**config.mk**
```make
export PLATFORM = sky130hd
export DESIGN_NAME = one_wire_pulse_fault_monitor_unit
export DESIGN_NICKNAME = d
export VERILOG_FILES = /design/src/hdl/owpfm_pkg.sv /design/src/hdl/owpfm_judge.sv /design/src/hdl/one_wire_pulse_fault_monitor_unit.sv
export VERILOG_INCLUDE_DIRS = /design/src /design/src/hdl
export SDC_FILE = /design/constraint.sdc
export NUM_CORES = 1
export LEC_CHECK = 0
export BUFFER_PORTS_ARGS = -buffer_cell sky130_fd_sc_hd__buf_4
export CORE_MARGIN = 2
export CORE_UTILIZATION = 40
export DETAILED_ROUTE_END_ITERATION = 7
export PLACE_DENSITY = 0.66
export SLEW_MARGIN = 20
export SYNTH_ARGS = -nofsm -noshare
export SYNTH_HDL_FRONTEND = slang
export SYNTH_SLANG_ARGS = --single-unit
```
**constraint.sdc**
```tcl
create_clock -name clk -period 4.4 [get_ports clk]
set_input_delay 1.32 -clock clk [delete_from_list [all_inputs] [get_ports clk]]
set_output_delay 1.32 -clock clk [all_outputs]
set_load 0.02 [all_outputs]
```
**src/hdl/one_wire_pulse_fault_monitor_unit_macros.svh**
```systemverilog
// assertion macros for the one-wire pulse fault monitor
`ifndef ONE_WIRE_PULSE_FAULT_MONITOR_UNIT_MACROS_SVH
`define ONE_WIRE_PULSE_FAULT_MONITOR_UNIT_MACROS_SVH

// checked on every clock edge outside reset
`define OWPFM_ASSERT(label, prop, msg) \
    label: assert property (@(posedge clk) disable iff (!rst_n) prop) else $error(msg);

// checked on every clock edge, reset included
`define OWPFM_ASSERT_ALWAYS(label, prop, msg) \
    label: assert property (@(posedge clk) prop) else $error(msg);

`endif

```
**src/hdl/owpfm_pkg.sv**
```systemverilog
// types and constants of the one-wire pulse fault monitor
package owpfm_pkg;

    localparam int CFG_INDEX_W = 1;
    localparam int CFG_DATA_W  = 10;

    localparam logic [CFG_INDEX_W-1:0] CFG_BUS_MODE        = 1'b0;
    localparam logic [CFG_INDEX_W-1:0] CFG_LOW_FAULT_LIMIT = 1'b1;

    localparam logic [8:0] RUN_SHORT_MAX = 9'd3;
    localparam logic [8:0] HIGH_RUN_CAP  = 9'd300;
    localparam logic [4:0] ERROR_LIMIT   = 5'd20;

    localparam logic       BUS_MODE_RESET        = 1'b1;
    localparam logic [9:0] LOW_FAULT_LIMIT_RESET = 10'd50;

    typedef struct packed {
        logic enable;
        logic power_ok;
        logic line_level;
    } owpfm_in_t;

    typedef struct packed {
        logic drive_low;
        logic stall_fault;
        logic running;
    } owpfm_out_t;

    typedef struct packed {
        logic       bus_mode;
        logic [9:0] low_fault_limit;
    } owpfm_cfg_t;

    typedef struct packed {
        logic       sample_phase;
        logic [9:0] low_run;
        logic [8:0] high_run;
        logic [4:0] short_pulse_errors;
        logic       fault_latch;
    } owpfm_state_t;

endpackage

```
**src/hdl/owpfm_judge.sv**
```systemverilog
// next-state and result logic for one word of the monitor
module owpfm_judge
    import owpfm_pkg::*;
(
    input  owpfm_state_t cur,
    input  owpfm_cfg_t   cfg,
    input  owpfm_in_t    in_word,
    output owpfm_state_t nxt,
    output owpfm_out_t   res
);

    logic        active;
    logic        drive;
    logic [10:0] low_inc;
    logic [5:0]  err_inc;

    assign active  = in_word.enable && in_word.power_ok && !cur.fault_latch;
    assign low_inc = {1'b0, cur.low_run} + 11'd1;
    assign err_inc = {1'b0, cur.short_pulse_errors} + 6'd1;

    always_comb
    begin
        nxt   = cur;
        drive = 1'b0;
        if (active)
        begin
            if (!cur.sample_phase)
            begin
                drive            = 1'b1;
                nxt.sample_phase = 1'b1;
            end
            else
            begin
                nxt.sample_phase = 1'b0;
                if (!cfg.bus_mode)
                begin
                    // consecutive low count
                    if (!in_word.line_level)
                    begin
                        if (low_inc > {1'b0, cfg.low_fault_limit})
                        begin
                            nxt.fault_latch = 1'b1;
                            nxt.low_run     = cfg.low_fault_limit;
                        end
                        else
                        begin
                            nxt.low_run = low_inc[9:0];
                        end
                    end
                    else
                    begin
                        nxt.low_run = '0;
                    end
                end
                else
                begin
                    // high run classification
                    if (!in_word.line_level)
                    begin
                        if (cur.high_run != '0)
                        begin
                            if (cur.high_run > RUN_SHORT_MAX)
                            begin
                                nxt.short_pulse_errors = '0;
                            end
                            else if (cur.high_run > 9'd1)
                            begin
                                if (err_inc > {1'b0, ERROR_LIMIT})
                                begin
                                    nxt.fault_latch        = 1'b1;
                                    nxt.short_pulse_errors = ERROR_LIMIT;
                                end
                                else
                                begin
                                    nxt.short_pulse_errors = err_inc[4:0];
                                end
                            end
                            else
                            begin
                                nxt.short_pulse_errors = '0;
                            end
                        end
                        nxt.high_run = '0;
                    end
                    else if (cur.high_run < HIGH_RUN_CAP)
                    begin
                        nxt.high_run = cur.high_run + 9'd1;
                    end
                    else
                    begin
                        nxt.high_run = HIGH_RUN_CAP;
                    end
                end
            end
        end
        else
        begin
            nxt.low_run            = '0;
            nxt.high_run           = '0;
            nxt.short_pulse_errors = '0;
        end
    end

    assign res.drive_low   = drive;
    assign res.stall_fault = nxt.fault_latch;
    assign res.running     = active;

endmodule

```
**src/hdl/one_wire_pulse_fault_monitor_unit.sv**
```systemverilog
// one-wire pulse fault monitor: one tick word in, one status word out, one word per cycle;
// the tick is judged combinationally against the phase, run counters and fault latch,
// and its status word sits in an output register; a new word is taken in every cycle in
// which that register is empty or being read, so the result appears in the cycle after
// acceptance and a stalled output holds back the input only while the register is full
`include "one_wire_pulse_fault_monitor_unit_macros.svh"

module one_wire_pulse_fault_monitor_unit
    import owpfm_pkg::*;
(
    input  logic                   clk,
    input  logic                   rst_n,
    input  logic                   cfg_we,
    input  logic [CFG_INDEX_W-1:0] cfg_index,
    input  logic [CFG_DATA_W-1:0]  cfg_wdata,
    input  logic                   in_valid,
    output logic                   in_ready,
    input  owpfm_in_t              in_data,
    output logic                   out_valid,
    input  logic                   out_ready,
    output owpfm_out_t             out_data
);

    owpfm_state_t state_reg;
    owpfm_state_t state_next;
    owpfm_cfg_t   cfg_reg;
    owpfm_out_t   out_reg;
    owpfm_out_t   out_next;
    logic         out_valid_reg;
    logic         accept;

    assign in_ready  = !out_valid_reg || out_ready;
    assign accept    = in_valid && in_ready;
    assign out_valid = out_valid_reg;
    assign out_data  = out_reg;

    owpfm_judge u_judge (
        .cur     (state_reg),
        .cfg     (cfg_reg),
        .in_word (in_data),
        .nxt     (state_next),
        .res     (out_next)
    );

    always_ff @(posedge clk or negedge rst_n)
    begin
        if (!rst_n)
        begin
            cfg_reg.bus_mode        <= BUS_MODE_RESET;
            cfg_reg.low_fault_limit <= LOW_FAULT_LIMIT_RESET;
        end
        else if (cfg_we)
        begin
            unique case (cfg_index)
                CFG_BUS_MODE:        cfg_reg.bus_mode        <= cfg_wdata[0];
                CFG_LOW_FAULT_LIMIT: cfg_reg.low_fault_limit <= cfg_wdata[9:0];
                default:             cfg_reg                 <= cfg_reg;
            endcase
        end
    end

    always_ff @(posedge clk or negedge rst_n)
    begin
        if (!rst_n)
        begin
            state_reg     <= '0;
            out_valid_reg <= 1'b0;
        end
        else
        begin
            if (accept)
            begin
                state_reg     <= state_next;
                out_valid_reg <= 1'b1;
            end
            else if (out_ready)
            begin
                out_valid_reg <= 1'b0;
            end
        end
    end

    always_ff @(posedge clk)
    begin
        if (accept)
        begin
            out_reg <= out_next;
        end
    end

    `OWPFM_ASSERT(a_fault_sticky, state_reg.fault_latch |=> state_reg.fault_latch, "fault latch cleared")
    `OWPFM_ASSERT_ALWAYS(a_counter_range, !rst_n || ((state_reg.high_run <= HIGH_RUN_CAP) && (state_reg.short_pulse_errors <= ERROR_LIMIT)), "run or error counter out of range")
    `OWPFM_ASSERT(a_drive_when_running, out_valid_reg |-> (!out_reg.drive_low || out_reg.running), "line driven while not running")
    `OWPFM_ASSERT(a_fault_reported, (out_valid_reg && out_reg.stall_fault) |-> state_reg.fault_latch, "fault reported without latch")

endmodule
```
==> results of run 1 <==
## worst max-delay path, stage by stage (launching register included)
cell and delay, ns:
dfrtp_1 0.45, ha_1 0.28, and3_1 0.22, nand3_1 0.18
nor2_1 0.17, xor2_1 0.23, ha_1 0.29, a21o_1 0.17
a21oi_2 0.14, or4b_4 0.49, a21oi_4 0.52, o31a_2 0.24
nand2b_1 0.07
## metal layers
| layer | share of wire | vias up |
|---|---|---|
| met4 | 0.010 | 0 |
| met3 | 0.028 | 6 |
| li1 | - | 1003 |
| met5 | 0 | - |
| met2 | 0.52 | 27 |
| met1 | 0.44 | 984 |
## cell families (layout without fill, tap and decap cells)
group           after synthesis  in the layout
compound gates               65             65
xor+xnor                     10             10
flops                        41             41
fa+ha+maj                    16             16
buf+inv                      23             49
simple gates                 89             89
mux                          20             20
## synth_stat cells, types with 2 or more instances
library cell,n,area share
nor2_1,20,0.030
nand2b_1,3,0.0075
a22oi_1,2,0.0060
nand3b_1,3,0.0089
mux2i_1,8,0.032
o21ai_0,16,0.032
o31ai_1,3,0.0089
or2_2,3,0.0075
a21oi_1,12,0.024
nand2_1,28,0.042
nand4_1,3,0.0075
clkbuf_1,2,0.0030
edfxtp_1,3,0.036
ha_1,16,0.079
xor2_1,3,0.010
nand3_1,14,0.028
a31oi_1,5,0.012
dfrtp_1,34,0.34
nor3_1,5,0.0099
o22a_1,3,0.010
o211ai_1,3,0.0089
nor2b_1,4,0.0099
xnor2_1,7,0.024
inv_1,18,0.027
dfstp_2,4,0.042
and3_1,3,0.0075
o22ai_1,4,0.0099
mux2_2,12,0.054
a21o_1,4,0.012
## stage by stage
stage | instances | setup WS, ns | instance area [µm²]
finish | 365 | 0.720 | 2860
global route | 365 | 0.477 | 2860
CTS | 365 | 0.735 | 2860
detailed placement | 357 | 0.801 | 2750
global placement | 357 | 0.868 | 2750
floorplan | 264 | 1.20 | 2520
## layout make-up
cell class                 count  area [µm²]  share of cell area
tap                           75        93.8              0.0329
clock buffer                   5        68.8              0.0241
timing repair buffer          23         173              0.0604
multi-input combinational    200        1370               0.478
clock inverter                 3        41.3              0.0145
inverter                      18        67.6              0.0237
sequential                    41        1050               0.366
## power by group through the flow
stage | clock network, mW | registers [mW] | logic (mW)
after global placement | 0 | 0.442 | 0.120
after floorplan | 0 | 0.438 | 0.0792
after detailed placement | 0 | 0.443 | 0.123
after CTS | 0.314 | 0.436 | 0.124
after global routing | 0.325 | 0.440 | 0.138
final | 0.306 | 0.436 | 0.122
## worst min-delay path by stage
stage | start | to | slack, ns | cells past startpoint
3_3_place_gp | cfg_reg[6] | cfg_reg[6] | 0.49 | 1
2_1_floorplan | state_reg[0] | state_reg[0] | 0.45 | 1
4_1_cts | cfg_reg[6] | cfg_reg[6] | 0.53 | 1
5_1_grt | state_reg[4] | state_reg[4] | 0.56 | 1
3_5_place_dp | cfg_reg[6] | cfg_reg[6] | 0.50 | 1
6_report | cfg_reg[6] | cfg_reg[6] | 0.52 | 1
==> flow_summary_export.csv, run 1 <==
group,metric,value,unit
critical_path,worstPathMaxFanout,17,
grt,grt_use_total,0.165,
power,p_comb_frac,0.142,
synth,synth_flop_cell,"dfrtp_1",
flow_run,max_cap_viol_count,0,
grt,use_met2,0.301,
final_layout,layout_common_cells,"dfrtp_1 (34), nand2_1 (28), buf_4 (23)",
clock_tree,post_cts_resized,0,
clock_tree,post_cts.repair.setup_buffers,0,
critical_path,crit_path_end_kind,"register",
power,powerDensity,302,mW/mm²
synth,syn_inst,264,
final_layout,drive_gt1_frac,0.190,
timing,tns,0,ns
synth,synth-seq-cells,41,
floorplan,chipWidth,83.4,µm
floorplan,die_area,0.00695,mm²
synth,synthSimpleGateAreaFrac,0.169,
route,drc_errors,0,
route,wl,5410,µm
clock_tree,cts_tree,"built",
synth,synth_edf_count,3,
placement,hpwl,3910,µm
synth,synth.net_count,299,
critical_path,cp.arrival,3.73,ns
floorplan,initial_utilization,0.420,
clock_tree,clock_latency,0.30,ns
critical_path,worstSetupStartpointType,"register",
power,p_seq_frac,0.504,
final_layout,fin_util,0.477,
worst_hold_path,hold_path_class,"reg -> reg",
route,drt_iter0_markers,100,
power,p_switching,231,µW
timing,finalSetupViolations,0,
power,swShare,0.267,
critical_path,crit_path_end,"out_data[1]",
critical_path,reg2reg_depth,12,
critical_path,crit_path_start,"state_reg[15]",
synth,synthAdderAreaFrac,0.0795,
synth,muxShareOfSynthArea,0.0854,
clock_tree,cts_buffer_depth,2,
critical_path,crit_required,4.45,ns
grt,met1_usage,0.198,
final_layout,final_nets,324,
final_layout,syn2layout_area_growth,13.4,%
synth,synth_top_family_by_area,"compound AO/OA/AOI/OAI gates",
route,avgViaCountPerCell,5.53,
timing,slew-limit-headroom,0.341,
timing,max_freq,0.272,GHz
grt,grt_antenna_before_repair,0,
timing,tightestPinTransition,0.984,ns
power,leakagePower,1.36,nW
run_status,status,"finished, final reports clean",
floorplan,num_rows,28,
route,dr.pass1.iters,4,
synth,syn-cell-area,0.00252,mm²
synth,synth-compound-area-share,0.173,
clock_tree,clkTransAtPathRegs,0.08,ns
synth,synth-seq-area-share,0.415,
timing,fin_hold_ws,0.524,ns
power,pwr-share-clk,0.354,
grt,grt_use_met3,0.0288,
synth,synth_xor_area_frac,0.0348,
clock_tree,htree_levels,2,
clock_tree,cts_hold_buf,0,
final_layout,fill_cells,571,
critical_path,reg2reg_to,"out_data[1]",
clock_tree,root_buffer,"clkbuf_8",
clock_tree,clock-sinks,41,
route,drtAntennaViolNets,0,
final_layout,final_common_cell,"dfrtp_1",
floorplan,fp.coreArea,0.00599,mm²
grt,grt_max_degree,39,
power,power,864,µW
power,p_int,633,µW
critical_path,r2r_start,"state_reg[15]",
timing,finalCritPeriodShare,0.836,
timing,finalHoldViolCount,0,
route,vias,2020,
final_layout,antennaDiodeCount,0,
timing,fin_skew,0.00914,ns
synth,yosys.cell_types.count,48,
synth,ys_warn_count,0,
route,wl_per_cell,14.8,µm
critical_path,critPathKind,"reg -> reg",
synth,avgSynthCellArea,9.54,µm²
synth,async_reset_ff_frac,0.927,
grt,grt_pass1_vias,2083,
critical_path,timing.reg2reg.setup_slack,0.72,ns
placement,port-buffer-count,23,
power,ir_drop,187,µV
grt,grt_pass1_wl,9570,µm
timing,rsz0062_at_grt,"false",
clock_tree,numCtsBuffers,5,
grt,grt_busiest_layer,"met2",
final_layout,largest_reg_flops,26,
timing,layout_min_cycle_time,3.68,ns
timing,drv_slew,0,
floorplan,io_pins,24,
floorplan,fp.dieH,83.4,µm
placement,place_congestion,0.772,
grt,grt_overflow,0,
No activity file was read; power rests on OpenSTA's default activity.
==> inputs of run 2 (changes only) <==
Clock period 4.4 ns to 3.7 ns, I/O delays scaled along.
==> flow_summary_export.csv, run 2 (synthesis results as in run 1) <==
group,metric,value,unit
route,wl_met1,2530,µm
clock_tree,clock-sinks,41,
critical_path,worstSetupStartpointType,"register",
clock_tree,numCtsBuffers,5,
timing,max_freq,0.293,GHz
critical_path,r2r_start,"state_reg[15]",
final_layout,syn2layout_area_growth,14.0,%
timing,worst_slack,0.292,ns
timing,drv_slew,0,
timing,tightestPinTransition,0.554,ns
floorplan,initial_utilization,0.420,
clock_tree,root_buffer,"clkbuf_8",
placement,hpwl,3950,µm
final_layout,fill_cells,571,
final_layout,final_common_cell,"dfrtp_1",
power,p_switching,272,µW
final_layout,multi_input_area,0.00137,mm²
timing,layout_min_cycle_time,3.41,ns
critical_path,crit_path_end_kind,"register",
run_status,status,"finished, final reports clean",
route,vias,2006,
route,drtAntennaViolNets,0,
route,drc_errors,0,
grt,grt_use_total,0.158,
critical_path,reg2reg_depth,13,
clock_tree,clkTransAtPathRegs,0.08,ns
placement,dp.cells,359,
final_layout,fin_util,0.479,
critical_path,crit_path_end,"state_reg[20]",
final_layout,drive_gt1_frac,0.192,
grt,grt_antenna_before_repair,0,
grt,grt_max_degree,39,
critical_path,cp.arrival,3.58,ns
timing,rsz0062_at_grt,"false",
grt,grt_pass1_wl,8940,µm
route,wl_per_cell,14.6,µm
timing,slew-limit-headroom,0.628,
critical_path,critPathKind,"reg -> reg",
final_layout,stdcell_count,367,
route,avgViaCountPerCell,5.47,
grt,grt_overflow,0,
grt,grt_pass1_vias,1906,
power,leakagePower,1.37,nW
final_layout,antennaDiodeCount,0,
clock_tree,htree_levels,2,
power,pwr-share-clk,0.351,
route,dr.pass1.iters,4,
timing,tns,0,ns
timing,finalSetupViolations,0,
power,p_int,754,µW
clock_tree,post_cts_resized,0,
floorplan,fp.coreArea,0.00599,mm²
clock_tree,cts_buffer_depth,2,
worst_hold_path,hold_path_class,"reg -> reg",
clock_tree,clock_latency,0.29,ns
power,swShare,0.265,
timing,finalCritPeriodShare,0.921,
final_layout,largest_reg_flops,26,
power,power,1.03,mW
floorplan,io_pins,24,
route,met3_length,151,µm
route,wl_met2,2640,µm
final_layout,final_nets,326,
critical_path,crit_path_start,"state_reg[15]",
timing,fin_skew,0.00737,ns
floorplan,num_rows,28,
clock_tree,cts_hold_buf,0,
flow_run,max_cap_viol_count,0,
power,p_comb_frac,0.142,
critical_path,timing.reg2reg.setup_slack,0.29,ns
placement,place_congestion,0.792,
clock_tree,post_cts.repair.setup_buffers,0,
route,wl,5370,µm
floorplan,fp.dieH,83.4,µm
route,drt_iter0_markers,93,
critical_path,reg2reg_to,"state_reg[20]",
timing,fin_hold_ws,0.513,ns
power,p_seq_frac,0.507,
final_layout,register_area,0.00105,mm²
floorplan,chipWidth,83.4,µm
final_layout,layout_common_cells,"dfrtp_1 (34), nand2_1 (28), buf_4 (24)",
timing,finalHoldViolCount,0,
final_layout,final_cell_area,0.00287,mm²
route,highest_layer,"met4",
power,ir_drop,197,µV
critical_path,worstPathMaxFanout,14,
floorplan,die_area,0.00695,mm²
critical_path,crit_required,3.88,ns
placement,port-buffer-count,23,
power,powerDensity,357,mW/mm²
clock_tree,cts_tree,"built",
placement,place_ws,0.259,ns
placement,place_area,0.00276,mm²
run 2: changes by cell type in the layout (fill, tap and decap cells not counted), sizes merged:
cell and delta:
clkinvlp -1, clkbuf +1, buf +2
run 2: worst max-delay path, cell delays in order (launching register included):
cell and delay [ns]:
dfrtp_1 0.44, ha_1 0.27, and3_1 0.22, nand3_1 0.18
nor2_1 0.17, xor2_1 0.20, ha_1 0.27, a21o_1 0.17
a21oi_2 0.13, or4b_4 0.49, a21oi_4 0.21, buf_6 0.21
mux2i_1 0.22, o22ai_1 0.10
run 2: layer usage:
metal,GRT usage,vias to the layer above
met3,0.0298,4
met2,0.271,25
li1,-,1003
met4,0.0462,0
met1,0.203,974
met5,0,-
run 2: how the worst min path moves through the flow:
stage            startpoint      endpoint  slack (ns)  cells past startpoint
6_report       state_reg[4]  state_reg[4]        0.51                      1
3_3_place_gp   state_reg[0]  state_reg[0]        0.49                      1
2_1_floorplan  state_reg[0]  state_reg[0]        0.45                      1
5_1_grt        state_reg[4]  state_reg[4]        0.54                      1
4_1_cts        state_reg[4]  state_reg[4]        0.51                      1
3_5_place_dp   state_reg[0]  state_reg[0]        0.49                      1
run 2: layout make-up:
class                           count  area share
Clock inverter                      2      0.0118
Sequential cell                    41       0.364
Tap cell                           75      0.0327
Multi-Input combinational cell    200       0.476
Clock buffer                        6      0.0253
Timing Repair Buffer               25      0.0667
Inverter                           18      0.0235
run 2: power by group through the flow:
stage	clock, mW	sequential (mW)	combinational (mW)
after detailed placement	0	0.529	0.147
final	0.360	0.520	0.146
after CTS	0.372	0.521	0.148
after global placement	0	0.527	0.144
after floorplan	0	0.521	0.0941
after global routing	0.389	0.526	0.164
==> inputs of run 3 (changes only) <==
--- a/config.mk
+++ b/config.mk
@@ -9,7 +9,7 @@
 export BUFFER_PORTS_ARGS = -buffer_cell sky130_fd_sc_hd__buf_4
 export CORE_MARGIN = 2
-export CORE_UTILIZATION = 40
+export CORE_UTILIZATION = 50
 export DETAILED_ROUTE_END_ITERATION = 7
-export PLACE_DENSITY = 0.66
+export PLACE_DENSITY = 0.77
 export SLEW_MARGIN = 20
 export SYNTH_ARGS = -nofsm -noshare
==> constraint.sdc (replaced) <==
create_clock -name clk -period 3.7 [get_ports clk]
set_input_delay 0.185 -clock clk [delete_from_list [all_inputs] [get_ports clk]]
set_output_delay 0.185 -clock clk [all_outputs]
set_load 0.02 [all_outputs]
==> flow_summary_export.csv, run 3 (synthesis results as in run 1) <==
group,metric,value,unit
run_status,status,"finished, final reports clean",
grt,grt_overflow,0,
final_layout,fin_util,0.597,
timing,tns,0,ns
clock_tree,root_buffer,"clkbuf_8",
power,swShare,0.281,
critical_path,timing.reg2reg.setup_slack,0.30,ns
final_layout,fill_cells,427,
route,vias,2039,
route,avgViaCountPerCell,5.65,
timing,fin_skew,0.00857,ns
critical_path,worstPathMaxFanout,6,
critical_path,cp_slowest_cell,"a2111oi_0",
route,drt_iter0_markers,133,
power,power,951,µW
grt,grt_pass1_wl,9200,µm
worst_hold_path,hold_depth,2,
grt,grt_max_degree,39,
timing,worst_slack,0.305,ns
final_layout,layout_common_cells,"dfrtp_1 (34), nand2_1 (28), buf_4 (25)",
floorplan,initial_utilization,0.526,
floorplan,die_area,0.00562,mm²
timing,tightestPinTransition,0.517,ns
clock_tree,clkTransAtPathRegs,0.08,ns
placement,port-buffer-count,23,
floorplan,chipWidth,75.0,µm
critical_path,worstSetupStartpointType,"register",
critical_path,crit_path_end_kind,"register",
timing,rsz0062_at_grt,"false",
worst_hold_path,hold_path_class,"in -> reg",
power,p_switching,267,µW
final_layout,drive_gt1_frac,0.197,
critical_path,r2r_start,"state_reg[15]",
route,wl,5430,µm
grt,grt_antenna_before_repair,0,
critical_path,cp.arrival,3.60,ns
final_layout,register_area,0.00105,mm²
grt,grt_pass1_vias,1980,
timing,drv_slew,0,
placement,dp.cells,351,
power,ir_drop,214,µV
critical_path,cp_cell_sequence,"ha_2 -> and3_1 -> nand3_1 -> nor2_1 -> xor2_1 -> ha_1 -> a21o_1 -> a21oi_2 -> or4b_4 -> a2111oi_0 -> o21ai_0 -> o21ai_0",
floorplan,fp.dieH,75.0,µm
critical_path,reg2reg_to,"state_reg[17]",
critical_path,critical_path.max_stage_delay,0.50,ns
worst_hold_path,holdPathEnd,"out_valid",
placement,place_ws,0.159,ns
floorplan,fp.coreArea,0.00479,mm²
timing,max_freq,0.295,GHz
timing,slew-limit-headroom,0.653,
timing,finalCritPeriodShare,0.918,
grt,grt_use_total,0.216,
final_layout,final_nets,328,
route,wl_per_cell,15.0,µm
power,powerDensity,333,mW/mm²
final_layout,stdcell_count,361,
clock_tree,htree_levels,2,
clock_tree,clock-sinks,41,
route,drc_errors,0,
timing,finalHoldViolCount,0,
flow_run,max_cap_viol_count,0,
clock_tree,numCtsBuffers,5,
critical_path,critPathKind,"reg -> reg",
power,p_int,684,µW
floorplan,io_pins,24,
final_layout,multi_input_area,0.00137,mm²
placement,hpwl,3970,µm
floorplan,num_rows,25,
final_layout,syn2layout_area_growth,13.4,%
route,dr.pass1.iters,4,
power,leakagePower,1.37,nW
clock_tree,cts_buffer_depth,2,
critical_path,reg2reg_depth,12,
worst_hold_path,hold_path.startpoint,"in_valid",
route,drtAntennaViolNets,0,
critical_path,crit_required,3.91,ns
placement,place_congestion,0.903,
power,pwr-share-clk,0.297,
clock_tree,cts_tree,"built",
final_layout,antennaDiodeCount,0,
critical_path,path_common_cell,"o21ai_0",
final_layout,final_common_cell,"dfrtp_1",
final_layout,largest_reg_flops,26,
power,p_seq_frac,0.547,
clock_tree,clock_latency,0.29,ns
timing,finalSetupViolations,0,
timing,layout_min_cycle_time,3.40,ns
power,p_comb_frac,0.156,
-- run 3: cell count changes in the layout (fill, tap and decap cells not counted), sizes merged --
cell	change
clkinv	+2
buf	+1
bufinv	-1
clkbuf	-1
dlygate4sd3	+1
-- run 3: power groups by stage --
stage          logic [mW]  clock network [mW]  registers, mW
3_3_place_gp        0.143                   0          0.526
2_1_floorplan      0.0941                   0          0.521
6_report            0.148               0.283          0.520
3_5_place_dp        0.148                   0          0.528
5_1_grt             0.167               0.309          0.525
4_1_cts             0.150               0.289          0.519
-- run 3: per-stage QoR --
step | area, µm² | hold slack (ns)
global route | 2860 | 0.113
floorplan | 2520 | -0.111
global placement | 2750 | 0.179
detailed placement | 2750 | 0.188
CTS | 2840 | 0.0983
finish | 2860 | 0.107
-- run 3: final cells by class --
class | instances | share of cell area
Inverter | 18 | 0.0237
Multi-Input combinational cell | 200 | 0.479
Timing Repair Buffer | 27 | 0.0731
Clock buffer | 5 | 0.0241
Clock inverter | 3 | 0.00438
Sequential cell | 41 | 0.366
Tap cell | 67 | 0.0293
-- run 3: timing repair --
item                       in CTS  in global routing
hold buffers                    1                  0
setup buffers                   0                  1
resized for setup               0                  2
hold endpoints to repair       34                  0
setup endpoints to repair       0                  8
-- run 3: layer usage --
layer / part of all wire / global-route usage / wire (µm) / vias up
met5: 0 / 0 / 0 / -
met2: 0.47 / 0.332 / 2540 / 30
met1: 0.49 / 0.308 / 2680 / 992
met3: 0.022 / 0.0361 / 122 / 9
met4: 0.016 / 0.0774 / 85 / 0
li1: - / - / - / 1008
-- run 3: worst max-delay path by stage --
stage          cells after the start             to           from  slack [ns]
6_report                          12  state_reg[17]  state_reg[15]        0.30
5_1_grt                           12  state_reg[17]  state_reg[15]       0.009
4_1_cts                           13  state_reg[20]  state_reg[15]        0.15
3_5_place_dp                      13  state_reg[20]  state_reg[15]        0.16
3_3_place_gp                      13  state_reg[20]  state_reg[15]        0.30
2_1_floorplan                     13  state_reg[20]  state_reg[15]        0.50
-- run 3: critical path: cells and delay by family (launching register included) --
family | cells | cell delay [ns]
adder cells (fa/ha/maj) | 2 | 0.53
AO/OA/AOI/OAI | 5 | 1.03
AND/OR/NAND/NOR | 4 | 1.07
flip-flops | 1 | 0.44
XOR/XNOR | 1 | 0.22
